**src/hdl/modular_power_and_inverse_top_defines.svh**
```systemverilog
// assertion macros for the modular power and inverse block
// used by the top level only, expects aclk and aresetn in scope
`ifndef MODULAR_POWER_AND_INVERSE_TOP_DEFINES_SVH
`define MODULAR_POWER_AND_INVERSE_TOP_DEFINES_SVH

// same-cycle implication, held off during reset
`define MPI_AST_NOW(lbl, ante, cons, msg) \
    lbl: assert property (@(posedge aclk) disable iff (!aresetn) (ante) |-> (cons)) \
        else $error(msg);

// next-cycle implication, held off during reset
`define MPI_AST_NEXT(lbl, ante, cons, msg) \
    lbl: assert property (@(posedge aclk) disable iff (!aresetn) (ante) |=> (cons)) \
        else $error(msg);

`endif

```
**src/hdl/mpi_pkg.sv**
```systemverilog
// shared types, constants and microcode rom for the modular power block
// no dependencies
package mpi_pkg;

    localparam int unsigned VAL_W        = 31;
    localparam int unsigned IN_EXP_W     = 63;
    localparam int unsigned EXP_BITS_DEF = 63;
    localparam int unsigned STEP_W       = 3;
    localparam logic [VAL_W-1:0] MOD_RESET = 31'd1000000007;

    typedef logic [VAL_W-1:0]  val_t;
    typedef logic [STEP_W-1:0] step_t;

    typedef enum logic [1:0] {
        WAIT_NONE,
        WAIT_INPUT,
        WAIT_MUL,
        WAIT_OUTPUT
    } wait_t;

    typedef enum logic [1:0] {
        MUL_NONE,
        MUL_RED,
        MUL_SQR,
        MUL_BASE
    } mul_t;

    typedef enum logic [2:0] {
        COND_NEVER,
        COND_ALWAYS,
        COND_MOD_SMALL,
        COND_EBIT_CLR,
        COND_CNT_MORE
    } cond_t;

    typedef struct packed {
        wait_t wait_on;
        mul_t  mul;
        logic  load;
        logic  next_bit;
        logic  emit;
        cond_t cond;
        step_t target;
    } ctrl_t;

    typedef struct packed {
        logic mul_done;
        logic ebit;
        logic cnt_more;
        logic mod_small;
    } dp_stat_t;

    typedef struct packed {
        logic     in_fire;
        logic     out_free;
        dp_stat_t dp;
    } stat_t;

    localparam step_t STEP_IDLE   = 3'd0;
    localparam step_t STEP_CHECK  = 3'd1;
    localparam step_t STEP_REDUCE = 3'd2;
    localparam step_t STEP_SQUARE = 3'd3;
    localparam step_t STEP_TEST   = 3'd4;
    localparam step_t STEP_MULB   = 3'd5;
    localparam step_t STEP_NEXT   = 3'd6;
    localparam step_t STEP_DONE   = 3'd7;

    // square-and-multiply program, one control word per step
    function automatic ctrl_t ucode_rom(step_t step);
        ctrl_t w;
        w = '{WAIT_NONE, MUL_NONE, 1'b0, 1'b0, 1'b0, COND_NEVER, STEP_IDLE};
        unique case (step)
            STEP_IDLE: begin
                w.wait_on = WAIT_INPUT;
                w.load    = 1'b1;
            end
            STEP_CHECK: begin
                w.cond   = COND_MOD_SMALL;
                w.target = STEP_DONE;
            end
            STEP_REDUCE: begin
                w.wait_on = WAIT_MUL;
                w.mul     = MUL_RED;
            end
            STEP_SQUARE: begin
                w.wait_on = WAIT_MUL;
                w.mul     = MUL_SQR;
            end
            STEP_TEST: begin
                w.cond   = COND_EBIT_CLR;
                w.target = STEP_NEXT;
            end
            STEP_MULB: begin
                w.wait_on = WAIT_MUL;
                w.mul     = MUL_BASE;
            end
            STEP_NEXT: begin
                w.next_bit = 1'b1;
                w.cond     = COND_CNT_MORE;
                w.target   = STEP_SQUARE;
            end
            STEP_DONE: begin
                w.wait_on = WAIT_OUTPUT;
                w.emit    = 1'b1;
                w.cond    = COND_ALWAYS;
                w.target  = STEP_IDLE;
            end
            default: ;
        endcase
        return w;
    endfunction

endpackage

```
**src/hdl/mpi_modmul.sv**
```systemverilog
// bit-serial modular multiplier, one bit of b per cycle, msb first
// depends on mpi_pkg; operand a must already be below the modulus
module mpi_modmul (
    input  logic          aclk,
    input  logic          aresetn,
    input  logic          start,
    input  mpi_pkg::val_t a,
    input  mpi_pkg::val_t b,
    input  mpi_pkg::val_t modulus,
    output logic          busy,
    output logic          done,
    output mpi_pkg::val_t result
);
    import mpi_pkg::*;

    localparam int unsigned CNT_W = $clog2(VAL_W);

    logic             busy_reg;
    logic             done_reg;
    logic [CNT_W-1:0] cnt_reg;
    val_t             acc_reg;
    val_t             acc_next;
    val_t             a_reg;
    val_t             b_reg;

    logic [VAL_W:0] mod_ext;
    logic [VAL_W:0] dbl;
    logic [VAL_W:0] dbl_red;
    logic [VAL_W:0] sum;
    logic [VAL_W:0] sum_red;

    // acc = 2*acc + bit*a, each partial kept below the modulus
    always_comb begin
        mod_ext  = {1'b0, modulus};
        dbl      = {acc_reg, 1'b0};
        dbl_red  = (dbl >= mod_ext) ? dbl - mod_ext : dbl;
        sum      = dbl_red + (b_reg[VAL_W-1] ? {1'b0, a_reg} : '0);
        sum_red  = (sum >= mod_ext) ? sum - mod_ext : sum;
        acc_next = sum_red[VAL_W-1:0];
    end

    always_ff @(posedge aclk) begin
        if (!aresetn) begin
            busy_reg <= 1'b0;
            done_reg <= 1'b0;
        end else begin
            done_reg <= 1'b0;
            if (start) begin
                busy_reg <= 1'b1;
            end else if (busy_reg && cnt_reg == '0) begin
                busy_reg <= 1'b0;
                done_reg <= 1'b1;
            end
        end
    end

    always_ff @(posedge aclk) begin
        if (start) begin
            acc_reg <= '0;
            a_reg   <= a;
            b_reg   <= b;
            cnt_reg <= CNT_W'(VAL_W - 1);
        end else if (busy_reg) begin
            acc_reg <= acc_next;
            b_reg   <= {b_reg[VAL_W-2:0], 1'b0};
            cnt_reg <= cnt_reg - CNT_W'(1);
        end
    end

    assign busy   = busy_reg;
    assign done   = done_reg;
    assign result = acc_reg;

endmodule

```
**src/hdl/mpi_datapath.sv**
```systemverilog
// datapath: accumulator, reduced base, exponent shifter, bit counter, multiplier
// depends on mpi_pkg and mpi_modmul; driven by the sequencer control word
module mpi_datapath #(
    parameter int unsigned EXP_BITS = mpi_pkg::EXP_BITS_DEF
) (
    input  logic                            aclk,
    input  logic                            aresetn,
    input  mpi_pkg::ctrl_t                  ctrl,
    input  logic                            in_fire,
    input  logic                            in_op,
    input  mpi_pkg::val_t                   in_base,
    input  logic [mpi_pkg::IN_EXP_W-1:0]    in_exp,
    input  mpi_pkg::val_t                   modulus,
    output mpi_pkg::dp_stat_t               dstat,
    output mpi_pkg::val_t                   result
);
    import mpi_pkg::*;

    localparam int unsigned CNT_W = $clog2(EXP_BITS);

    val_t                acc_reg;
    val_t                base_reg;
    logic [EXP_BITS-1:0] e_reg;
    logic [CNT_W-1:0]    cnt_reg;
    logic [63:0]         e_wide;

    logic mul_start;
    logic mul_busy;
    logic mul_done;
    val_t mul_a;
    val_t mul_b;
    val_t mul_res;
    logic mod_small;

    assign mod_small = modulus < VAL_W'(2);

    // inverse uses modulus - 2 as exponent, only low EXP_BITS bits kept
    assign e_wide = in_op ? (64'(modulus) - 64'd2) : 64'(in_exp);

    always_comb begin
        unique case (ctrl.mul)
            MUL_RED: begin
                mul_a = VAL_W'(1);
                mul_b = base_reg;
            end
            MUL_SQR: begin
                mul_a = acc_reg;
                mul_b = acc_reg;
            end
            MUL_BASE: begin
                mul_a = base_reg;
                mul_b = acc_reg;
            end
            default: begin
                mul_a = acc_reg;
                mul_b = acc_reg;
            end
        endcase
    end

    assign mul_start = (ctrl.mul != MUL_NONE) && !mul_busy && !mul_done;

    mpi_modmul u_modmul (
        .aclk    (aclk),
        .aresetn (aresetn),
        .start   (mul_start),
        .a       (mul_a),
        .b       (mul_b),
        .modulus (modulus),
        .busy    (mul_busy),
        .done    (mul_done),
        .result  (mul_res)
    );

    always_ff @(posedge aclk) begin
        if (ctrl.load && in_fire) begin
            base_reg <= in_base;
            e_reg    <= e_wide[EXP_BITS-1:0];
            acc_reg  <= VAL_W'(1);
            cnt_reg  <= CNT_W'(EXP_BITS - 1);
        end else begin
            if (mul_done) begin
                if (ctrl.mul == MUL_RED) begin
                    base_reg <= mul_res;
                end else begin
                    acc_reg <= mul_res;
                end
            end
            if (ctrl.next_bit) begin
                e_reg   <= {e_reg[EXP_BITS-2:0], 1'b0};
                cnt_reg <= cnt_reg - CNT_W'(1);
            end
        end
    end

    assign dstat.mul_done  = mul_done;
    assign dstat.ebit      = e_reg[EXP_BITS-1];
    assign dstat.cnt_more  = cnt_reg != '0;
    assign dstat.mod_small = mod_small;
    assign result          = mod_small ? '0 : acc_reg;

endmodule

```
**src/hdl/mpi_sequencer.sv**
```systemverilog
// microcode sequencer: step counter, rom fetch, wait and jump logic
// depends on mpi_pkg (control word layout and program)
module mpi_sequencer (
    input  logic           aclk,
    input  logic           aresetn,
    input  mpi_pkg::stat_t stat,
    output mpi_pkg::ctrl_t ctrl
);
    import mpi_pkg::*;

    step_t step_reg;
    step_t step_next;
    ctrl_t word;
    logic  go;
    logic  jump;

    assign word = ucode_rom(step_reg);
    assign ctrl = word;

    always_comb begin
        unique case (word.wait_on)
            WAIT_NONE:   go = 1'b1;
            WAIT_INPUT:  go = stat.in_fire;
            WAIT_MUL:    go = stat.dp.mul_done;
            WAIT_OUTPUT: go = stat.out_free;
            default:     go = 1'b0;
        endcase
    end

    always_comb begin
        unique case (word.cond)
            COND_NEVER:     jump = 1'b0;
            COND_ALWAYS:    jump = 1'b1;
            COND_MOD_SMALL: jump = stat.dp.mod_small;
            COND_EBIT_CLR:  jump = !stat.dp.ebit;
            COND_CNT_MORE:  jump = stat.dp.cnt_more;
            default:        jump = 1'b0;
        endcase
    end

    always_comb begin
        step_next = step_reg;
        if (go) begin
            step_next = jump ? word.target : step_reg + STEP_W'(1);
        end
    end

    always_ff @(posedge aclk) begin
        if (!aresetn) begin
            step_reg <= STEP_IDLE;
        end else begin
            step_reg <= step_next;
        end
    end

endmodule

```
**src/hdl/modular_power_and_inverse_top.sv**
```systemverilog
// modular power and fermat inverse by square-and-multiply, one item at a time
// each exponent bit costs a squaring and each set exponent bit a further product, after one
//   reduction of the base, every modular product running in the one bit-serial multiplier
// a new item is taken only once the last result is registered for output; a modulus below two
//   skips the loop; a stalled result holds the next item back
// reset: synchronous active-low aresetn; modulus returns to 1000000007, no result held
`include "modular_power_and_inverse_top_defines.svh"

module modular_power_and_inverse_top #(
    parameter int unsigned EXP_BITS = mpi_pkg::EXP_BITS_DEF
) (
    input  logic                      aclk,
    input  logic                      aresetn,
    input  logic                      cfg_we,
    input  logic [mpi_pkg::VAL_W-1:0] cfg_wdata,   // modulus
    input  logic                      s_tvalid,
    output logic                      s_tready,
    input  logic [95:0]               s_tdata,     // base [30:0], exponent [93:31], zero pad
    input  logic [0:0]                s_tuser,     // op [0]: 0 power, 1 inverse
    output logic                      m_tvalid,
    input  logic                      m_tready,
    output logic [31:0]               m_tdata      // result [30:0], zero pad
);
    import mpi_pkg::*;

    val_t     modulus_reg;
    logic     m_tvalid_reg;
    val_t     m_data_reg;
    ctrl_t    ctrl;
    stat_t    stat;
    dp_stat_t dstat;
    val_t     dp_result;
    logic     in_fire;
    logic     out_free;
    logic     emit_fire;
    logic     small_emit;

    assign s_tready  = ctrl.wait_on == WAIT_INPUT;
    assign in_fire   = s_tvalid && s_tready;
    assign out_free  = !m_tvalid_reg || m_tready;
    assign emit_fire = ctrl.emit && out_free;
    assign small_emit = emit_fire && (modulus_reg < VAL_W'(2));

    assign stat.in_fire  = in_fire;
    assign stat.out_free = out_free;
    assign stat.dp       = dstat;

    mpi_sequencer u_seq (
        .aclk    (aclk),
        .aresetn (aresetn),
        .stat    (stat),
        .ctrl    (ctrl)
    );

    mpi_datapath #(
        .EXP_BITS (EXP_BITS)
    ) u_dp (
        .aclk    (aclk),
        .aresetn (aresetn),
        .ctrl    (ctrl),
        .in_fire (in_fire),
        .in_op   (s_tuser[0]),
        .in_base (s_tdata[VAL_W-1:0]),
        .in_exp  (s_tdata[VAL_W+IN_EXP_W-1:VAL_W]),
        .modulus (modulus_reg),
        .dstat   (dstat),
        .result  (dp_result)
    );

    always_ff @(posedge aclk) begin
        if (!aresetn) begin
            modulus_reg  <= MOD_RESET;
            m_tvalid_reg <= 1'b0;
        end else begin
            if (cfg_we) begin
                modulus_reg <= cfg_wdata;
            end
            if (emit_fire) begin
                m_tvalid_reg <= 1'b1;
            end else if (m_tready) begin
                m_tvalid_reg <= 1'b0;
            end
        end
    end

    always_ff @(posedge aclk) begin
        if (emit_fire) begin
            m_data_reg <= dp_result;
        end
    end

    assign m_tvalid = m_tvalid_reg;
    assign m_tdata  = {1'b0, m_data_reg};

    `MPI_AST_NEXT(a_leave_idle, in_fire, !s_tready, "sequencer stayed idle after a transfer")
    `MPI_AST_NEXT(a_small_mod_zero, small_emit, m_data_reg == '0, "small modulus gave nonzero")
    `MPI_AST_NEXT(a_emit_back_idle, emit_fire, m_tvalid_reg && s_tready, "no result or not idle")

endmodule
```
**config.mk**
```make
export PLATFORM = sky130hd
export DESIGN_NAME = modular_power_and_inverse_top
export DESIGN_NICKNAME = d
export VERILOG_FILES = /design/src/hdl/mpi_pkg.sv /design/src/hdl/mpi_modmul.sv /design/src/hdl/mpi_datapath.sv /design/src/hdl/mpi_sequencer.sv /design/src/hdl/modular_power_and_inverse_top.sv
export VERILOG_INCLUDE_DIRS = /design/src /design/src/hdl
export SDC_FILE = /design/constraint.sdc
export NUM_CORES = 1
export LEC_CHECK = 0
export BUFFER_PORTS_ARGS = -buffer_cell sky130_fd_sc_hd__buf_2
export CORE_AREA = 10 10 226 228
export CTS_CLUSTER_SIZE = 20
export DETAILED_ROUTE_END_ITERATION = 16
export DIE_AREA = 0 0 236 238
export PLACE_DENSITY = 0.61
export SKIP_LAST_GASP = 1
export SYNTH_ARGS = -nofsm -noshare
export SYNTH_HDL_FRONTEND = slang
export SYNTH_SLANG_ARGS = --single-unit
```
**constraint.sdc**
```tcl
create_clock -name aclk -period 8.2 [get_ports aclk]
set_clock_uncertainty 0.15 [all_clocks]
set_input_delay 0.41 -clock aclk [delete_from_list [all_inputs] [get_ports aclk]]
set_output_delay 0.41 -clock aclk [all_outputs]
set_load 0.03 [all_outputs]
```
==> summary by stage <==
Drt
The number of routed nets with antenna violations is 0. The DRC marker count from the first detailed-route iteration is 1248. In the routed layout, each cell is associated on average with a via count of 5.44. The total length of routed wires is 57700 µm.

The number of iterations in the first detailed-routing pass is 5. The routed wirelength normalized by instance count is 19.9 µm. The detailed router placed 15800 vias in this run.

After detailed routing, the number of remaining DRC violations is 0.

Die
The die width is 236 µm. Measured along the y axis, the die boundary spans 238 µm. During I/O placement, the number of pins put on the boundary was 167. The number of rows created at floorplan is 79. The starting density of the core is 39.5%. The standard cell core area is 46400 µm². The die covers 56200 µm².

Global routing
The final global-route overflow total is 0. The wire length of the first global-routing pass is 88200 µm. In the global route stage, overall resource usage came out at 19.7%. Entering global routing, the biggest net connects 92 pins. The via count of the first global-routing pass is 15500. The number of antenna violations at the first check in global routing was 2.

Yosys
The post-synthesis cell type count is 74. The most repeated cell in the gate-level netlist after synthesis is sky130_fd_sc_hd__nand2_1. Synthesis inferred 297 register bits. Counting flops with a built-in enable in the synthesized netlist gives 187. The largest total area in the synthesized netlist belongs to sky130_fd_sc_hd__edfxtp_1. In the synthesized netlist the dominant register cell turns out to be sky130_fd_sc_hd__edfxtp_1.

The share of async-settable or async-resettable flops after synthesis is 0%. The synthesized netlist net count is 2306. By count the netlist is led by sky130_fd_sc_hd__nand2_1 (392), sky130_fd_sc_hd__edfxtp_1 (187), sky130_fd_sc_hd__o21ai_0 (166). The mean post-synth cell area is 8.86 µm². By area the synthesized netlist is led by sky130_fd_sc_hd__edfxtp_1 (31%), sky130_fd_sc_hd__dfxtp_1 (12%), sky130_fd_sc_hd__nand2_1 (8.0%). Summing the sequential cell areas from Yosys gives 42.6% of the chip area. The post-synthesis instance area is 18300 µm².

The total of warnings raised by yosys is 0. The share of synthesized area in the top cell type comes to 30.6%. The cell count after synthesis came out at 2068.

STA
The count of pins over their slew limit is 0. For the finished layout, the period the worst path requires is 7770 ps. Setup repair after global routing left no endpoint under its margin. The final number of setup-violating endpoints is 0. For the pin with the worst max-slew slack, the measured transition is 1060 ps.

Timing would allow up to 129 MHz. Of the available clock period, the critical path in the final layout requires 94.8%. Headroom to the max-slew limit came out at 29.0%. The setup TNS after final layout is 0 ps.

The final hold violation count is 0. The post-route worst setup slack is 425 ps.

Critical path
The largest fanout on the critical path is 17. The critical path contains buffers and inverters numbering 5 combined. The stage delay of the slowest cell on the critical path is 470 ps.

The kind of cell adding the most delay to the critical path is compound AO/OA/AOI/OAI gates. The worst setup path is captured at a flop. The critical path is of the flop to flop type. The master of the slowest instance on the critical path is sky130_fd_sc_hd__or4_1. The startpoint identified for the worst register-to-register timing path is modulus_reg[1]. STA classifies the critical path startpoint as a flop. Tracing the worst setup path back leads to its startpoint at modulus_reg[1]. At the worst endpoint, the required time is 8470 ps. Data arrives at the worst endpoint at 8050 ps.

Run
The max-cap violation count is 0.

Cells and area
The share of the core filled with cells is 46.9%. The register with the most flip-flops in the layout has 63 of them. The total of fill cells in the finished design is 4418.

The net count of the finished layout is 2510. The share of post-route cells with drive strength above 1 is 13.4%. The final design area excluding fillers is 21700 µm². The relative area change from synthesis to final layout is 18.6%.

Place
The total cell area at the placement stage is 20000 µm². The wire-length estimate of the detail-placed layout is 42500 µm. Input and output buffers added on the ports amount to 163. Before CTS, the worst setup slack after placement is 226 ps. The congestion estimate from routability-driven global placement came to 0.942.

CTS
The maximum root-to-sink buffer count is 3. The CTS H-tree depth is 2. The buffer type at the clock tree root is sky130_fd_sc_hd__clkbuf_16. TritonCTS built the clock tree.

The number of clock buffers added by TritonCTS is 34. For the worst-skew pair, the clock arrives at the later sink with an insertion delay of 550 ps. CTS saw 297 sinks. The clock transition at the register clock pins on the worst setup and hold paths after CTS is 60 ps.

Pwr
The worst-case IR drop observed on VDD is 222 µV. In this run the static leakage power is 8.97 nW. The total power density per cell area is 481 nW/µm².

Min path
The min-delay analysis places its worst path in the category input pin to flop. The start point of the worst hold path is cfg_wdata[0].

Run status
The flow ran to the end, and the final reports show no timing, DRC or antenna violations.
cells by family (layout without fill, tap and decap cells):
family	count (synthesis)	in the layout	share of synthesized area [%]
DFF	297	297	42.6
muxes	76	76	4.23
and+or+nand+nor	772	772	19.2
other	1	2	0.0205
buffers and inverters	175	404	3.73
adders and majority gates	105	105	7.29
xor gates and xnor gates	98	98	4.68
AOI/OAI and AO/OA	544	544	18.2
per-layer routing:
metal / vias to the layer above / track usage (%) / routed length (µm)
met5: - / 0 / 15
met4: 2 / 8.59 / 2290
met3: 101 / 3.79 / 3690
met2: 430 / 31.5 / 26300
met1: 7486 / 25.6 / 25400
li1: 7777 / - / -
stage by stage:
stage | hold WS, ps | power [mW] | std cells
after CTS | 0.117 | 10.4 | 2902
after floorplan | 282 | 6.98 | 2068
after global placement | 295 | 8.54 | 2796
after detailed placement | 312 | 8.65 | 2796
after global routing | 9.31 | 11.2 | 2905
final | 10.4 | 10.5 | 2905
worst paths after layout:
check	to	slack, ps	cells past startpoint
max	u_dp.u_modmul.result[23]	430	34
max reg2reg	u_dp.u_modmul.result[23]	430	34
min	modulus_reg[0]	10	3
min reg2reg	u_dp.u_modmul.done	330	1
repair_timing:
item,4_1_cts,5_1_grt
buffers inserted,0,2
endpoints found under the setup margin,0,31
hold endpoints to repair,45,0
hold buffers,45,0
resized for setup,0,7
worst reg2reg max path, delay by kind of cell, from the launching register on:
kind	cells	cell delay, ps
and+or+nand+nor	9	2070
muxes	1	170
xor gates and xnor gates	1	310
AOI/OAI and AO/OA	15	2830
buffers and inverters	5	800
DFF	1	370
adders and majority gates	3	940
cell type report:
cell class	instances	area (µm²)	share of cell area [%]
inverters	79	297	1.36
clock inverters	18	246	1.13
multi-input cells	1596	9940	45.7
flip-flops and latches	297	7820	36.0
clock buffers	43	968	4.45
repair buffers	264	1720	7.89
well taps	607	759	3.49
diodes	1	2.50	0.0115
cell usage in the layout, fill, tap and decap left out, drive strengths merged, types with 15 or more instances in the layout:
cell,count
a211oi,15
a21o,30
a21oi,152
a22o,31
and2,65
buf,219
clkbuf,43
dfxtp,110
dlygate4sd3,45
edfxtp,187
ha,102
inv,79
mux2i,74
nand2,393
nand2b,45
nand3,41
nand4,18
nor2,118
nor3,28
o211ai,26
o21ai,189
xnor2,74
xor2,24
report_power, final:
group          internal [mW]  leakage [nW]  switching [mW]
Sequential              2.27          2.66           0.283
Clock                   1.03         0.598           0.640
Combinational           2.47          5.70            3.76
No activity file was read; power rests on OpenSTA's default activity.
